$ cat src/rtl/core/xhs_pkg.sv
// Shared constants and types for the Xiph header splitter.
package xhs_pkg;

    localparam int LENGTH_BITS = 16;
    localparam int TOTAL_BITS  = LENGTH_BITS + 2;

    typedef logic [LENGTH_BITS-1:0] t_len;
    typedef logic [TOTAL_BITS-1:0]  t_total;

    localparam t_len       CFG_RESET     = t_len'(30);
    localparam t_len       MIN_PREFIXED  = t_len'(6);
    localparam t_len       MIN_LACED     = t_len'(3);
    localparam t_len       PREFIX_OFFSET = t_len'(2);
    localparam logic [7:0] LACED_MARKER  = 8'h02;
    localparam logic [7:0] LACE_RUN      = 8'hff;
    localparam t_total     LACE_STEP     = t_total'(256);

    typedef struct packed {
        logic [7:0] data_byte;
        t_len       buffer_length;
        logic       last_byte;
    } t_item;

    typedef struct packed {
        logic status;
        t_len first_length;
        t_len second_length;
        t_len third_length;
        t_len first_offset;
        t_len second_offset;
        t_len third_offset;
    } t_result;

endpackage

$ cat src/rtl/core/xhs_in_if.sv
// Byte input channel of the header splitter.
interface xhs_in_if;
    logic                  valid;
    logic                  ready;
    logic [7:0]            data_byte;
    xhs_pkg::t_len         buffer_length;
    logic                  last_byte;

    modport source (output valid, output data_byte, output buffer_length, output last_byte,
                    input ready);
    modport sink (input valid, input data_byte, input buffer_length, input last_byte,
                  output ready);
endinterface

$ cat src/rtl/core/xhs_out_if.sv
// Result output channel of the header splitter.
interface xhs_out_if;
    logic          valid;
    logic          ready;
    logic          status;
    xhs_pkg::t_len first_length;
    xhs_pkg::t_len second_length;
    xhs_pkg::t_len third_length;
    xhs_pkg::t_len first_offset;
    xhs_pkg::t_len second_offset;
    xhs_pkg::t_len third_offset;

    modport source (output valid, output status, output first_length, output second_length,
                    output third_length, output first_offset, output second_offset,
                    output third_offset, input ready);
    modport sink (input valid, input status, input first_length, input second_length,
                  input third_length, input first_offset, input second_offset,
                  input third_offset, output ready);
endinterface

$ cat src/rtl/core/xhs_cfg_if.sv
// Configuration write channel of the header splitter.
interface xhs_cfg_if;
    logic          valid;
    logic          ready;
    xhs_pkg::t_len data;

    modport source (output valid, output data, input ready);
    modport sink (input valid, input data, output ready);
endinterface

$ cat src/rtl/core/xhs_parser.sv
// Per-byte layout parser that holds the split state and forms the result.
module xhs_parser (
    input  logic             i_clk,
    input  logic             i_rst_n,
    input  logic             i_go,
    input  xhs_pkg::t_item   i_item,
    input  xhs_pkg::t_len    i_expected_first_size,
    output xhs_pkg::t_result o_result
);

    typedef enum logic [1:0] {
        UNDECIDED,
        PREFIXED,
        LACED,
        FINISHED
    } t_mode;

    t_mode                r_mode;
    t_mode                n_mode;
    xhs_pkg::t_len        r_pos;
    xhs_pkg::t_len        n_pos;
    logic [1:0]           r_hidx;
    logic [1:0]           n_hidx;
    xhs_pkg::t_total      r_total;
    xhs_pkg::t_total      n_total;
    xhs_pkg::t_len        r_skip;
    xhs_pkg::t_len        n_skip;
    logic [7:0]           r_high;
    logic [7:0]           n_high;
    xhs_pkg::t_len        r_len [3];
    xhs_pkg::t_len        n_len [3];
    xhs_pkg::t_len        r_off [3];
    xhs_pkg::t_len        n_off [3];
    logic                 r_err;
    logic                 n_err;
    logic                 r_low;
    logic                 n_low;

    logic [7:0]           b;
    xhs_pkg::t_len        size;
    xhs_pkg::t_total      size_ext;
    xhs_pkg::t_len        word;
    logic                 lace_go;
    xhs_pkg::t_total      lt;
    logic                 lh;
    xhs_pkg::t_len        llen0;
    xhs_pkg::t_len        lcur;
    xhs_pkg::t_total      lsum;
    xhs_pkg::t_total      psum;
    xhs_pkg::t_len        pos_next;
    logic                 ok;

    assign b        = i_item.data_byte;
    assign size     = i_item.buffer_length;
    assign size_ext = xhs_pkg::t_total'(size);
    assign word     = {r_high, b};
    assign pos_next = r_pos + xhs_pkg::t_len'(1);

    always_comb begin
        n_mode  = r_mode;
        n_pos   = (r_pos == '1) ? r_pos : pos_next;
        n_hidx  = r_hidx;
        n_total = r_total;
        n_skip  = r_skip;
        n_high  = r_high;
        n_len   = r_len;
        n_off   = r_off;
        n_err   = r_err;
        n_low   = r_low;
        lace_go = 1'b0;
        lt      = r_total;
        lh      = r_hidx[0];
        llen0   = r_len[0];
        lcur    = '0;
        lsum    = '0;
        psum    = r_total + xhs_pkg::t_total'(word);

        unique case (r_mode)
            UNDECIDED: begin
                if (r_pos == '0) begin
                    n_high = b;
                end else if (size >= xhs_pkg::MIN_PREFIXED && word == i_expected_first_size) begin
                    n_mode   = PREFIXED;
                    n_len[0] = word;
                    n_off[0] = xhs_pkg::PREFIX_OFFSET;
                    n_total  = xhs_pkg::t_total'(xhs_pkg::MIN_PREFIXED)
                               + xhs_pkg::t_total'(word);
                    if (n_total > size_ext) begin
                        n_err  = 1'b1;
                        n_mode = FINISHED;
                    end else begin
                        n_skip = word;
                        n_hidx = 2'd1;
                        n_low  = 1'b0;
                    end
                end else if (size >= xhs_pkg::MIN_LACED && r_high == xhs_pkg::LACED_MARKER) begin
                    n_mode  = LACED;
                    n_hidx  = 2'd0;
                    lace_go = 1'b1;
                    lt      = xhs_pkg::t_total'(xhs_pkg::MIN_LACED);
                    lh      = 1'b0;
                    llen0   = '0;
                end else begin
                    n_err  = 1'b1;
                    n_mode = FINISHED;
                end
            end
            PREFIXED: begin
                if (r_skip != '0) begin
                    n_skip = r_skip - xhs_pkg::t_len'(1);
                end else if (!r_low) begin
                    n_high = b;
                    n_low  = 1'b1;
                end else begin
                    n_low = 1'b0;
                    case (r_hidx)
                        2'd0: begin
                            n_len[0] = word;
                            n_off[0] = pos_next;
                        end
                        2'd1: begin
                            n_len[1] = word;
                            n_off[1] = pos_next;
                        end
                        2'd2: begin
                            n_len[2] = word;
                            n_off[2] = pos_next;
                        end
                        default: begin
                            n_err  = 1'b1;
                            n_mode = FINISHED;
                        end
                    endcase
                    if (r_hidx != 2'd3) begin
                        if (psum > size_ext) begin
                            n_err  = 1'b1;
                            n_mode = FINISHED;
                        end else begin
                            n_total = psum;
                            n_skip  = word;
                            n_hidx  = r_hidx + 2'd1;
                            if (r_hidx == 2'd2) begin
                                n_mode = FINISHED;
                            end
                        end
                    end
                end
            end
            LACED: begin
                lace_go = 1'b1;
            end
            FINISHED: begin
            end
        endcase

        if (lace_go) begin
            lcur = lh ? r_len[1] : llen0;
            if (lt < size_ext && b == xhs_pkg::LACE_RUN) begin
                lcur    = lcur + xhs_pkg::t_len'(xhs_pkg::LACE_RUN);
                n_total = lt + xhs_pkg::LACE_STEP;
                if (lh) begin
                    n_len[1] = lcur;
                end else begin
                    n_len[0] = lcur;
                end
            end else begin
                lcur    = lcur + xhs_pkg::t_len'(b);
                lsum    = lt + xhs_pkg::t_total'(b);
                n_total = lsum;
                if (lh) begin
                    n_len[1] = lcur;
                end else begin
                    n_len[0] = lcur;
                end
                if (lsum > size_ext) begin
                    n_err  = 1'b1;
                    n_mode = FINISHED;
                end else if (!lh) begin
                    n_hidx   = 2'd1;
                    n_len[1] = '0;
                end else begin
                    n_len[2] = size - lsum[xhs_pkg::LENGTH_BITS-1:0];
                    n_off[0] = pos_next;
                    n_off[1] = pos_next + llen0;
                    n_off[2] = pos_next + llen0 + lcur;
                    n_mode   = FINISHED;
                end
            end
        end
    end

    assign ok = (n_mode == FINISHED) && !n_err;

    always_comb begin
        o_result.status        = !ok;
        o_result.first_length  = ok ? n_len[0] : '0;
        o_result.second_length = ok ? n_len[1] : '0;
        o_result.third_length  = ok ? n_len[2] : '0;
        o_result.first_offset  = ok ? n_off[0] : '0;
        o_result.second_offset = ok ? n_off[1] : '0;
        o_result.third_offset  = ok ? n_off[2] : '0;
    end

    always_ff @(posedge i_clk) begin
        if (!i_rst_n || (i_go && i_item.last_byte)) begin
            r_mode  <= UNDECIDED;
            r_pos   <= '0;
            r_hidx  <= '0;
            r_total <= '0;
            r_skip  <= '0;
            r_high  <= '0;
            r_len   <= '{default: '0};
            r_off   <= '{default: '0};
            r_err   <= 1'b0;
            r_low   <= 1'b0;
        end else if (i_go) begin
            r_mode  <= n_mode;
            r_pos   <= n_pos;
            r_hidx  <= n_hidx;
            r_total <= n_total;
            r_skip  <= n_skip;
            r_high  <= n_high;
            r_len   <= n_len;
            r_off   <= n_off;
            r_err   <= n_err;
            r_low   <= n_low;
        end
    end

endmodule

$ cat src/rtl/core/xiph_header_splitter_unit.sv
// Top level of the Xiph header splitter: input register, parser and result register.
// A result transaction is written to the result register when the last byte leaves the
// input register through the parser, and the result register presents it.
// Throughput: one byte per cycle; the input register and the result register decouple
// the two channels, so a waiting result stalls input only on a further last byte.
// Reset clears the parser state and both valid flags and sets the first-size register to 30.
module xiph_header_splitter_unit (
    input  logic      i_clk,
    input  logic      i_rst_n,
    xhs_in_if.sink    i_byte,
    xhs_cfg_if.sink   i_cfg,
    xhs_out_if.source o_result
);

    logic             r_in_valid;
    xhs_pkg::t_item   r_in;
    logic             r_out_valid;
    xhs_pkg::t_result r_out;
    xhs_pkg::t_len    r_cfg;
    xhs_pkg::t_result res;
    logic             go;

    assign go           = r_in_valid && (!r_in.last_byte || !r_out_valid || o_result.ready);
    assign i_byte.ready = !r_in_valid || go;
    assign i_cfg.ready  = 1'b1;

    xhs_parser u_parser (
        .i_clk                 (i_clk),
        .i_rst_n               (i_rst_n),
        .i_go                  (go),
        .i_item                (r_in),
        .i_expected_first_size (r_cfg),
        .o_result              (res)
    );

    always_ff @(posedge i_clk) begin
        if (!i_rst_n) begin
            r_in_valid  <= 1'b0;
            r_out_valid <= 1'b0;
            r_cfg       <= xhs_pkg::CFG_RESET;
        end else begin
            if (i_byte.valid && i_byte.ready) begin
                r_in_valid <= 1'b1;
            end else if (go) begin
                r_in_valid <= 1'b0;
            end
            if (go && r_in.last_byte) begin
                r_out_valid <= 1'b1;
            end else if (o_result.ready) begin
                r_out_valid <= 1'b0;
            end
            if (i_cfg.valid && i_cfg.ready) begin
                r_cfg <= i_cfg.data;
            end
        end
    end

    always_ff @(posedge i_clk) begin
        if (i_byte.valid && i_byte.ready) begin
            r_in.data_byte     <= i_byte.data_byte;
            r_in.buffer_length <= i_byte.buffer_length;
            r_in.last_byte     <= i_byte.last_byte;
        end
        if (go && r_in.last_byte) begin
            r_out <= res;
        end
    end

    assign o_result.valid         = r_out_valid;
    assign o_result.status        = r_out.status;
    assign o_result.first_length  = r_out.first_length;
    assign o_result.second_length = r_out.second_length;
    assign o_result.third_length  = r_out.third_length;
    assign o_result.first_offset  = r_out.first_offset;
    assign o_result.second_offset = r_out.second_offset;
    assign o_result.third_offset  = r_out.third_offset;

    a_error_zero: assert property (@(posedge i_clk) disable iff (!i_rst_n)
        (r_out_valid && r_out.status) |->
            (r_out.first_length == '0 && r_out.second_length == '0 &&
             r_out.third_length == '0 && r_out.first_offset == '0 &&
             r_out.second_offset == '0 && r_out.third_offset == '0))
        else $error("Corrupt result carries nonzero fields.");

    a_result_from_last: assert property (@(posedge i_clk) disable iff (!i_rst_n)
        $rose(r_out_valid) |-> $past(r_in_valid && r_in.last_byte))
        else $error("Result appeared without a last byte.");

    a_no_result_overwrite: assert property (@(posedge i_clk) disable iff (!i_rst_n)
        (r_out_valid && !o_result.ready) |-> !(go && r_in.last_byte))
        else $error("Pending result overwritten.");

endmodule

$ cat src/flat_wrapper.sv
// flat-port wrapper written by rule: the top's interface ports become plain ports
module xiph_header_splitter_unit_flat 
  (i_clk, i_rst_n, i_byte_valid, i_byte_data_byte, i_byte_buffer_length, i_byte_last_byte, i_byte_ready, i_cfg_valid, i_cfg_data, i_cfg_ready, o_result_valid, o_result_status, o_result_first_length, o_result_second_length, o_result_third_length, o_result_first_offset, o_result_second_offset, o_result_third_offset, o_result_ready);
  xhs_in_if i_byte_i ();
  xhs_cfg_if i_cfg_i ();
  xhs_out_if o_result_i ();
  input  logic i_clk;
  input  logic i_rst_n;
  input wire logic [$bits(i_byte_i.valid)-1:0] i_byte_valid;
  input wire logic [$bits(i_byte_i.data_byte)-1:0] i_byte_data_byte;
  input wire logic [$bits(i_byte_i.buffer_length)-1:0] i_byte_buffer_length;
  input wire logic [$bits(i_byte_i.last_byte)-1:0] i_byte_last_byte;
  output wire logic [$bits(i_byte_i.ready)-1:0] i_byte_ready;
  input wire logic [$bits(i_cfg_i.valid)-1:0] i_cfg_valid;
  input wire logic [$bits(i_cfg_i.data)-1:0] i_cfg_data;
  output wire logic [$bits(i_cfg_i.ready)-1:0] i_cfg_ready;
  output wire logic [$bits(o_result_i.valid)-1:0] o_result_valid;
  output wire logic [$bits(o_result_i.status)-1:0] o_result_status;
  output wire logic [$bits(o_result_i.first_length)-1:0] o_result_first_length;
  output wire logic [$bits(o_result_i.second_length)-1:0] o_result_second_length;
  output wire logic [$bits(o_result_i.third_length)-1:0] o_result_third_length;
  output wire logic [$bits(o_result_i.first_offset)-1:0] o_result_first_offset;
  output wire logic [$bits(o_result_i.second_offset)-1:0] o_result_second_offset;
  output wire logic [$bits(o_result_i.third_offset)-1:0] o_result_third_offset;
  input wire logic [$bits(o_result_i.ready)-1:0] o_result_ready;
  assign i_byte_i.valid = i_byte_valid;
  assign i_byte_i.data_byte = i_byte_data_byte;
  assign i_byte_i.buffer_length = i_byte_buffer_length;
  assign i_byte_i.last_byte = i_byte_last_byte;
  assign i_byte_ready = i_byte_i.ready;
  assign i_cfg_i.valid = i_cfg_valid;
  assign i_cfg_i.data = i_cfg_data;
  assign i_cfg_ready = i_cfg_i.ready;
  assign o_result_valid = o_result_i.valid;
  assign o_result_status = o_result_i.status;
  assign o_result_first_length = o_result_i.first_length;
  assign o_result_second_length = o_result_i.second_length;
  assign o_result_third_length = o_result_i.third_length;
  assign o_result_first_offset = o_result_i.first_offset;
  assign o_result_second_offset = o_result_i.second_offset;
  assign o_result_third_offset = o_result_i.third_offset;
  assign o_result_i.ready = o_result_ready;
  xiph_header_splitter_unit u_core (.i_clk(i_clk), .i_rst_n(i_rst_n), .i_byte(i_byte_i), .i_cfg(i_cfg_i), .o_result(o_result_i));
endmodule
$ cat config.mk
export PLATFORM = sky130hd
export DESIGN_NAME = xiph_header_splitter_unit_flat
export DESIGN_NICKNAME = d
export VERILOG_FILES = /design/src/rtl/core/xhs_pkg.sv /design/src/rtl/core/xhs_in_if.sv /design/src/rtl/core/xhs_out_if.sv /design/src/rtl/core/xhs_cfg_if.sv /design/src/rtl/core/xhs_parser.sv /design/src/rtl/core/xiph_header_splitter_unit.sv /design/src/flat_wrapper.sv
export SDC_FILE = /design/constraint.sdc
export NUM_CORES = 1
export LEC_CHECK = 0
export BUFFER_PORTS_ARGS = -buffer_cell sky130_fd_sc_hd__buf_2
export CAP_MARGIN = 20
export CORE_ASPECT_RATIO = 1.2
export CORE_UTILIZATION = 64
export DETAILED_ROUTE_END_ITERATION = 8
export GPL_TIMING_DRIVEN = 0
export PLACE_DENSITY = 0.84
export SETUP_SLACK_MARGIN = 0.5
export SYNTH_ARGS = -nofsm -noshare
export SYNTH_HDL_FRONTEND = slang
export SYNTH_HIERARCHICAL = 1
export SYNTH_SLANG_ARGS = --single-unit
$ cat constraint.sdc
create_clock -name i_clk -period 20.2 [get_ports i_clk]
set_input_delay 2.02 -clock i_clk [delete_from_list [all_inputs] [get_ports i_clk]]
set_output_delay 2.02 -clock i_clk [all_outputs]
set_load 0.005 [all_outputs]
==> impl_metrics.toml, run 1 <==
[logic_synthesis]
synthMostInstantiatedCell = "nor2_1"
netlist-cell-type-count = 107
syn_area_um2 = 21300
synth_seq_cells = 300
synthArstFlopShare_pct = 0
synth_largest_area_cell = "edfxtp_1"
synth.area.top_cells = "edfxtp_1 (17%), dfxtp_1 (17%), ha_1 (8.9%)"
ys_seq_area_share_pct = 34.0
syn_nets = 2693
netlist.area_leader.share_pct = 17.2
synth-warning-count = 6
synth_area_per_cell_um2 = 8.55
synth_edf_count = 122
synth-main-ff-cell = "dfxtp_1"
yosys-top-cells-count = "nor2_1 (270), a21oi_1 (214), nand2_1 (189)"
syn_inst = 2490

[timing]
slew_violations = 0
slew_headroom_pct = 21.7
rsz0062_at_grt = "no"
tightestPinTransition_ns = 1.17
min_period_ns = 10.17
setup_tns_ns = 0
period_share_pct = 50.4
hold_viol_final = 0
timing.fmax_mhz = 98.3
finalSetupViolCount = 0
fin_skew_ns = 0.0209

[setup_path]
cp.arrival_ns = 10.51
reg2reg_to = "u_core/o_result.first_length[9]$_DFFE_PP_"
cp_max_fo = 10
critical_path_class = "flop to flop"
critPathLaunchType = "flop"
crit_start = "u_core/r_in[23]$_DFFE_PP_"
worst_setup_path_endpoint = "u_core/o_result.first_length[9]$_DFFE_PP_"
cp-end-kind = "flop"
critPathRequiredTime_ns = 20.54
reg2reg_setup_slack_ns = 10.03
timing.rr.start = "u_core/r_in[23]$_DFFE_PP_"
reg2reg_depth = 27

[clocking]
cts.repair.resized = 0
clk_path_buf_depth = 3
cts_num_sinks = 300
hold_buffers = 0
cts_root_buffer = "clkbuf_16"
postCtsSetupBuffers = 0
cts.htree.levels = 1
cts_buffers = 31
path_clk_slew_ns = 0.07
worstSkewPairLatency_ns = 0.61
tritoncts = "done"

[global_routing]
grtUsageTotal_pct = 49.9
antenna_found_initial = 2
grt_overflow = 0
grt_pass1_vias = 21300
grt_pass1_wl_um = 126000
grt_start_max_net_pins = 40

[route]
antenna_left = 0
drc = 0
dr_total_vias = 21900
postRouteWirelength_um = 85700
dr.first_iter.drc_count = 3168
wl_per_cell_um = 27.3
firstDrtPassIters = 7
post_drt_via_cell_ratio = 6.98

[run]
maxCapViolations = 0

[status]
status = "completed"

[final_layout]
drive_gt1_share_pct = 12.6
nets = 2872
n_antenna_cell = 0
syn2layout_area_growth_pct = 11.2
fillers = 2471

[die]
pin_count = 146
core-area_um2 = 32500
fp.dieArea_um2 = 34000
fp.dieH_um = 202
rows = 72
start_util_pct = 65.4
die_w_um = 168

[power_and_ir_drop]
p_leak_nw = 9.64
power_density_nw_per_um2 = 64.1
ir_worst_vdd_uv = 75.7
power_mw = 1.52

[placement]
globalplace.congestion = 1.10
dp_hpwl_um = 64500
port_buffers = 143

[min_path]
min_from = "u_core/u_parser/r_off[39]$_SDFFE_PP0P_"
hold_path.class = "flop to flop"
state kept, by name, summed over array words and instances, names as in the netlist, 18 cells and up:
signal                   cells
u_core/u_parser/r_total     18
u_core/r_in                 25
u_core/u_parser/r_off       48
u_core/u_parser/r_len       48
where the power goes:
part	switching, mW	total [mW]	leakage, nW	internal (mW)
clock network	0.263	0.600	0.509	0.337
registers	0.0148	0.660	2.62	0.645
logic	0.175	0.257	6.51	0.0821
total	0.453	1.52	9.64	1.06
cells by family after synthesis:
logic type,Yosys count,share of synthesized area [%]
adders and majority gates,157,9.44
and+or+nand+nor,846,19.5
buffers and inverters,252,5.09
muxes,113,5.39
AOI/OAI and AO/OA,671,20.4
xor gates and xnor gates,150,6.17
other,1,0.0176
DFF,300,34.0
per-stage QoR:
stage,hold slack (ns),setup slack [ns],instances,instance area [um2],utilization [%]
after floorplan,0.426,13.55,2490,21300,-
after global placement,0.437,10.91,3077,22600,69.3
after detailed placement,0.454,10.65,3080,22600,69.6
after CTS,0.469,10.56,3138,23700,72.8
after global routing,0.486,9.98,3138,23700,72.8
final,0.467,10.03,3138,23700,72.8
worst max-delay path: stages (launching register included):
cell      delay [ns]
edfxtp_1        0.62
buf_2           0.48
xor2_1          0.17
nor4_1          0.32
nand4_2         0.24
o21ai_1         0.38
buf_2           0.40
clkbuf_1        0.58
clkbuf_1        0.69
clkbuf_1        0.50
and2_1          0.29
ha_1            0.31
a21oi_1         0.16
nor2b_1         0.09
a311oi_2        0.55
a21oi_1         0.33
xnor2_1         0.28
ha_1            0.33
clkbuf_1        0.27
nand4_1         0.21
or4_1           0.53
a21oi_1         0.21
o221a_2         0.36
nor3_1          0.12
o21ai_1         0.32
nand4b_4        0.36
buf_2           0.36
a211oi_1        0.43
placed cells by master, fill, tap and decap left out, drive strengths merged, types with 8 or more instances in the layout:
master and n:
a2111oi 8, a211oi 31, a21boi 8, a21o 19, a21oi 216, a221oi 8
a22oi 19, a31oi 18, a32o 18, and2 36, and3 19, buf 202
clkbuf 130, clkinv 15, dfxtp 178, edfxtp 122, ha 151, inv 102
mux2 12, mux2i 101, nand2 191, nand2b 14, nand3 76, nand4 27
nor2 296, nor2b 41, nor3 66, nor4 27, o211ai 24, o21a 20
o21ai 173, o31ai 20, or2 8, or3 12, xnor2 87, xor2 63
per-layer routing:
metal	up-vias	GRT usage (%)	share of wire, %
li1	9375	-	-
met1	10300	53.4	32
met2	1677	79.2	44
met3	579	11.6	11
met4	2	51.3	12
met5	-	0	0.021
worst min-delay path by stage:
stage                                                   to  cells past startpoint
finish              u_core/u_parser/r_off[39]$_SDFFE_PP0P_                      1
detailed placement  u_core/u_parser/r_off[39]$_SDFFE_PP0P_                      1
global route        u_core/u_parser/r_off[42]$_SDFFE_PP0P_                      1
global placement        u_core/u_parser/r_err$_SDFFE_PP0P_                      2
CTS                 u_core/u_parser/r_off[39]$_SDFFE_PP0P_                      1
floorplan               u_core/u_parser/r_err$_SDFFE_PP0P_                      2
final cells by class:
type | count | area [um2] | share of cell area (%)
inverters | 101 | 379 | 1.60
flip-flops and latches | 300 | 7230 | 30.5
multi-input cells | 1938 | 13000 | 54.8
repair buffers | 146 | 783 | 3.31
plain buffers | 151 | 704 | 2.98
clock buffers | 35 | 801 | 3.38
clock inverters | 23 | 239 | 1.01
well taps | 444 | 556 | 2.35
Power figures use the tool's default switching activity.
==> run 2, diff against run 1 <==
--- a/config.mk
+++ b/config.mk
@@ -8,10 +8,10 @@
 export BUFFER_PORTS_ARGS = -buffer_cell sky130_fd_sc_hd__buf_2
 export CAP_MARGIN = 20
 export CORE_ASPECT_RATIO = 1.2
-export CORE_UTILIZATION = 64
+export CORE_UTILIZATION = 62
 export DETAILED_ROUTE_END_ITERATION = 8
 export GPL_TIMING_DRIVEN = 0
-export PLACE_DENSITY = 0.84
+export PLACE_DENSITY = 0.81
 export SETUP_SLACK_MARGIN = 0.5
 export SYNTH_ARGS = -nofsm -noshare
 export SYNTH_HDL_FRONTEND = slang
==> constraint.sdc (replaced) <==
create_clock -name i_clk -period 9.7 [get_ports i_clk]
set_input_delay 0.97 -clock i_clk [delete_from_list [all_inputs] [get_ports i_clk]]
set_output_delay 0.97 -clock i_clk [all_outputs]
set_load 0.005 [all_outputs]
==> run 2 against run 1 <==
Effect of this change: core utilization is 1.6 points lower; clock-buffer cell count increased by 5; largest power group unchanged; critical path depth down 2; total power is 110% higher; non-clock buffer count is 4 higher; critical path type unchanged; via count is 0.44% lower.
==> impl_metrics.toml, run 2 (synthesis results as in run 1) <==
[status]
status = "completed"

[route]
firstDrtPassIters = 7
antenna_left = 0
post_drt_via_cell_ratio = 6.91
dr.first_iter.drc_count = 3049
wl_per_cell_um = 27.3
drc = 0
postRouteWirelength_um = 86000
dr_total_vias = 21800

[die]
die_w_um = 171
start_util_pct = 63.7
fp.dieH_um = 205
fp.dieArea_um2 = 35100
core-area_um2 = 33400
pin_count = 146
rows = 73

[clocking]
cts.htree.levels = 2
clk_path_buf_depth = 3
hold_buffers = 0
path_clk_slew_ns = 0.06
cts_buffers = 34
cts_root_buffer = "clkbuf_16"
tritoncts = "done"
worstSkewPairLatency_ns = 0.54
cts_num_sinks = 300

[global_routing]
grt_pass1_wl_um = 125000
grt_pass1_vias = 20900
grtUsageTotal_pct = 48.6
grt_overflow = 0
antenna_found_initial = 0
grt_start_max_net_pins = 40

[setup_path]
reg2reg_to = "u_core/o_result.third_offset[1]$_DFFE_PP_"
cp.arrival_ns = 9.59
crit_start = "u_core/r_in[12]$_DFFE_PP_"
worst_setup_path_endpoint = "u_core/o_result.third_offset[1]$_DFFE_PP_"
cp_max_fo = 10
timing.rr.start = "u_core/r_in[12]$_DFFE_PP_"
critPathRequiredTime_ns = 10.00
reg2reg_depth = 25
critical_path_class = "flop to flop"
critPathLaunchType = "flop"
reg2reg_setup_slack_ns = 0.41
cp-end-kind = "flop"

[final_layout]
final_common_cell = "nor2_1"
syn2layout_area_growth_pct = 11.8
drive_gt1_share_pct = 13.1
reg.largest.list = "u_core/u_parser/r_len (48), u_core/u_parser/r_off (48), u_core/r_in (25)"
nets = 2879
layout_common_cells = "nor2_1 (269), a21oi_1 (214), nand2_1 (189)"
stdcell_count = 3153

[run]
maxCapViolations = 0

[timing]
hold_slack_ns = 0.466
tightestPinTransition_ns = 1.13
finalSetupViolCount = 0
rsz0062_at_grt = "no"
setup_tns_ns = 0
setup_slack_ns = 0.407
slew_violations = 0
slew_headroom_pct = 24.4
timing.fmax_mhz = 108
period_share_pct = 95.8
hold_viol_final = 0
min_period_ns = 9.29
fin_skew_ns = 0.0243

[placement]
port_buffers = 143
dp.cells = 3086
globalplace.congestion = 1.07
dp_hpwl_um = 65000
place_ws_ns = 0.370

[power_and_ir_drop]
p_int_mw = 2.26
seqPwrFrac_pct = 42.5
p_sw_mw = 0.973
p_leak_nw = 9.72
power_mw = 3.23
ir_worst_vdd_uv = 155
clkPwrFrac_pct = 40.7
switching_share_pct = 30.1
power_density_nw_per_um2 = 136
p_comb_share_pct = 16.8

[min_path]
hold_path.class = "flop to flop"
-- run 2: changes by cell type in the layout (fill, tap and decap cells not counted), moves of 2 or more --
cell | previous run | this run
clkbuf_16 | 31 | 35
buf_4 | 4 | 8
inv_6 | 2 | 5
clkbuf_2 | 1 | 7
clkinv_2 | 9 | 5
bufinv_16 | 4 | 2
clkbuf_1 | 97 | 91
-- run 2: worst min-delay path by stage --
stage / start / end / slack (ns) / cells after the start
after detailed placement: u_core/u_parser/r_off[47]$_SDFFE_PP0P_ / u_core/u_parser/r_off[47]$_SDFFE_PP0P_ / 0.46 / 1
after floorplan: u_core/u_parser/r_err$_SDFFE_PP0P_ / u_core/u_parser/r_err$_SDFFE_PP0P_ / 0.43 / 2
after CTS: u_core/u_parser/r_len[0]$_SDFFE_PP0P_ / u_core/u_parser/r_len[0]$_SDFFE_PP0P_ / 0.47 / 2
after global routing: u_core/u_parser/r_off[38]$_SDFFE_PP0P_ / u_core/u_parser/r_off[38]$_SDFFE_PP0P_ / 0.48 / 1
final: u_core/u_parser/r_len[0]$_SDFFE_PP0P_ / u_core/u_parser/r_len[0]$_SDFFE_PP0P_ / 0.47 / 2
after global placement: u_core/u_parser/r_err$_SDFFE_PP0P_ / u_core/u_parser/r_err$_SDFFE_PP0P_ / 0.44 / 2
-- run 2: layer usage --
metal	share of wire, %	track usage (%)	routed length [um]
met1	32	50.5	27700
met2	45	77.0	38400
met3	11	13.2	9330
met5	0	0	0
met4	12	50.6	10600
-- run 2: stage by stage --
| step | util [%] | area [um2] |
|---|---|---|
| 6_report | 71.2 | 23800 |
| 2_1_floorplan | - | 21300 |
| 4_1_cts | 71.1 | 23800 |
| 5_1_grt | 71.2 | 23800 |
| 3_5_place_dp | 67.7 | 22600 |
| 3_3_place_gp | 67.5 | 22600 |
-- run 2: layout make-up --
cell class | instances | area [um2]
timing repair buffer | 150 | 813
clock buffer | 40 | 915
tap | 450 | 563
multi-input combinational | 1938 | 13000
inverter | 101 | 379
fill | 2637 | 9630
sequential | 300 | 7230
buffer | 151 | 712
clock inverter | 22 | 210
antenna | 1 | 2.50
-- run 2: timing repair --
item	CTS	global route
setup endpoints to repair	54	141
gates resized for setup	1	10
buffers inserted	0	4
-- run 2: critical path, stage by stage, from the launching register on --
cell	delay [ns]
edfxtp_1	0.45
nor4_1	0.33
nand4_1	0.49
a21oi_1	0.84
o21ai_1	0.30
buf_2	0.30
clkbuf_2	0.28
clkbuf_2	0.34
clkbuf_2	0.30
and2_1	0.24
ha_1	0.33
a21oi_1	0.17
nor2b_1	0.09
a311oi_2	0.57
a21oi_1	0.33
xnor2_1	0.46
ha_1	0.19
clkbuf_1	0.25
nand4_1	0.20
or4_1	0.54
o221a_2	0.22
nor2_1	0.48
o221a_2	0.33
nand4b_4	0.26
buf_2	0.34
a211oi_1	0.38
-- run 2: power by group through the flow --
stage	clock network (mW)	logic [mW]	registers [mW]
after floorplan	0	0.328	1.39
after global placement	0	0.490	1.40
after detailed placement	0	0.507	1.40
after CTS	1.32	0.513	1.37
after global routing	1.37	0.564	1.37
final	1.32	0.543	1.37
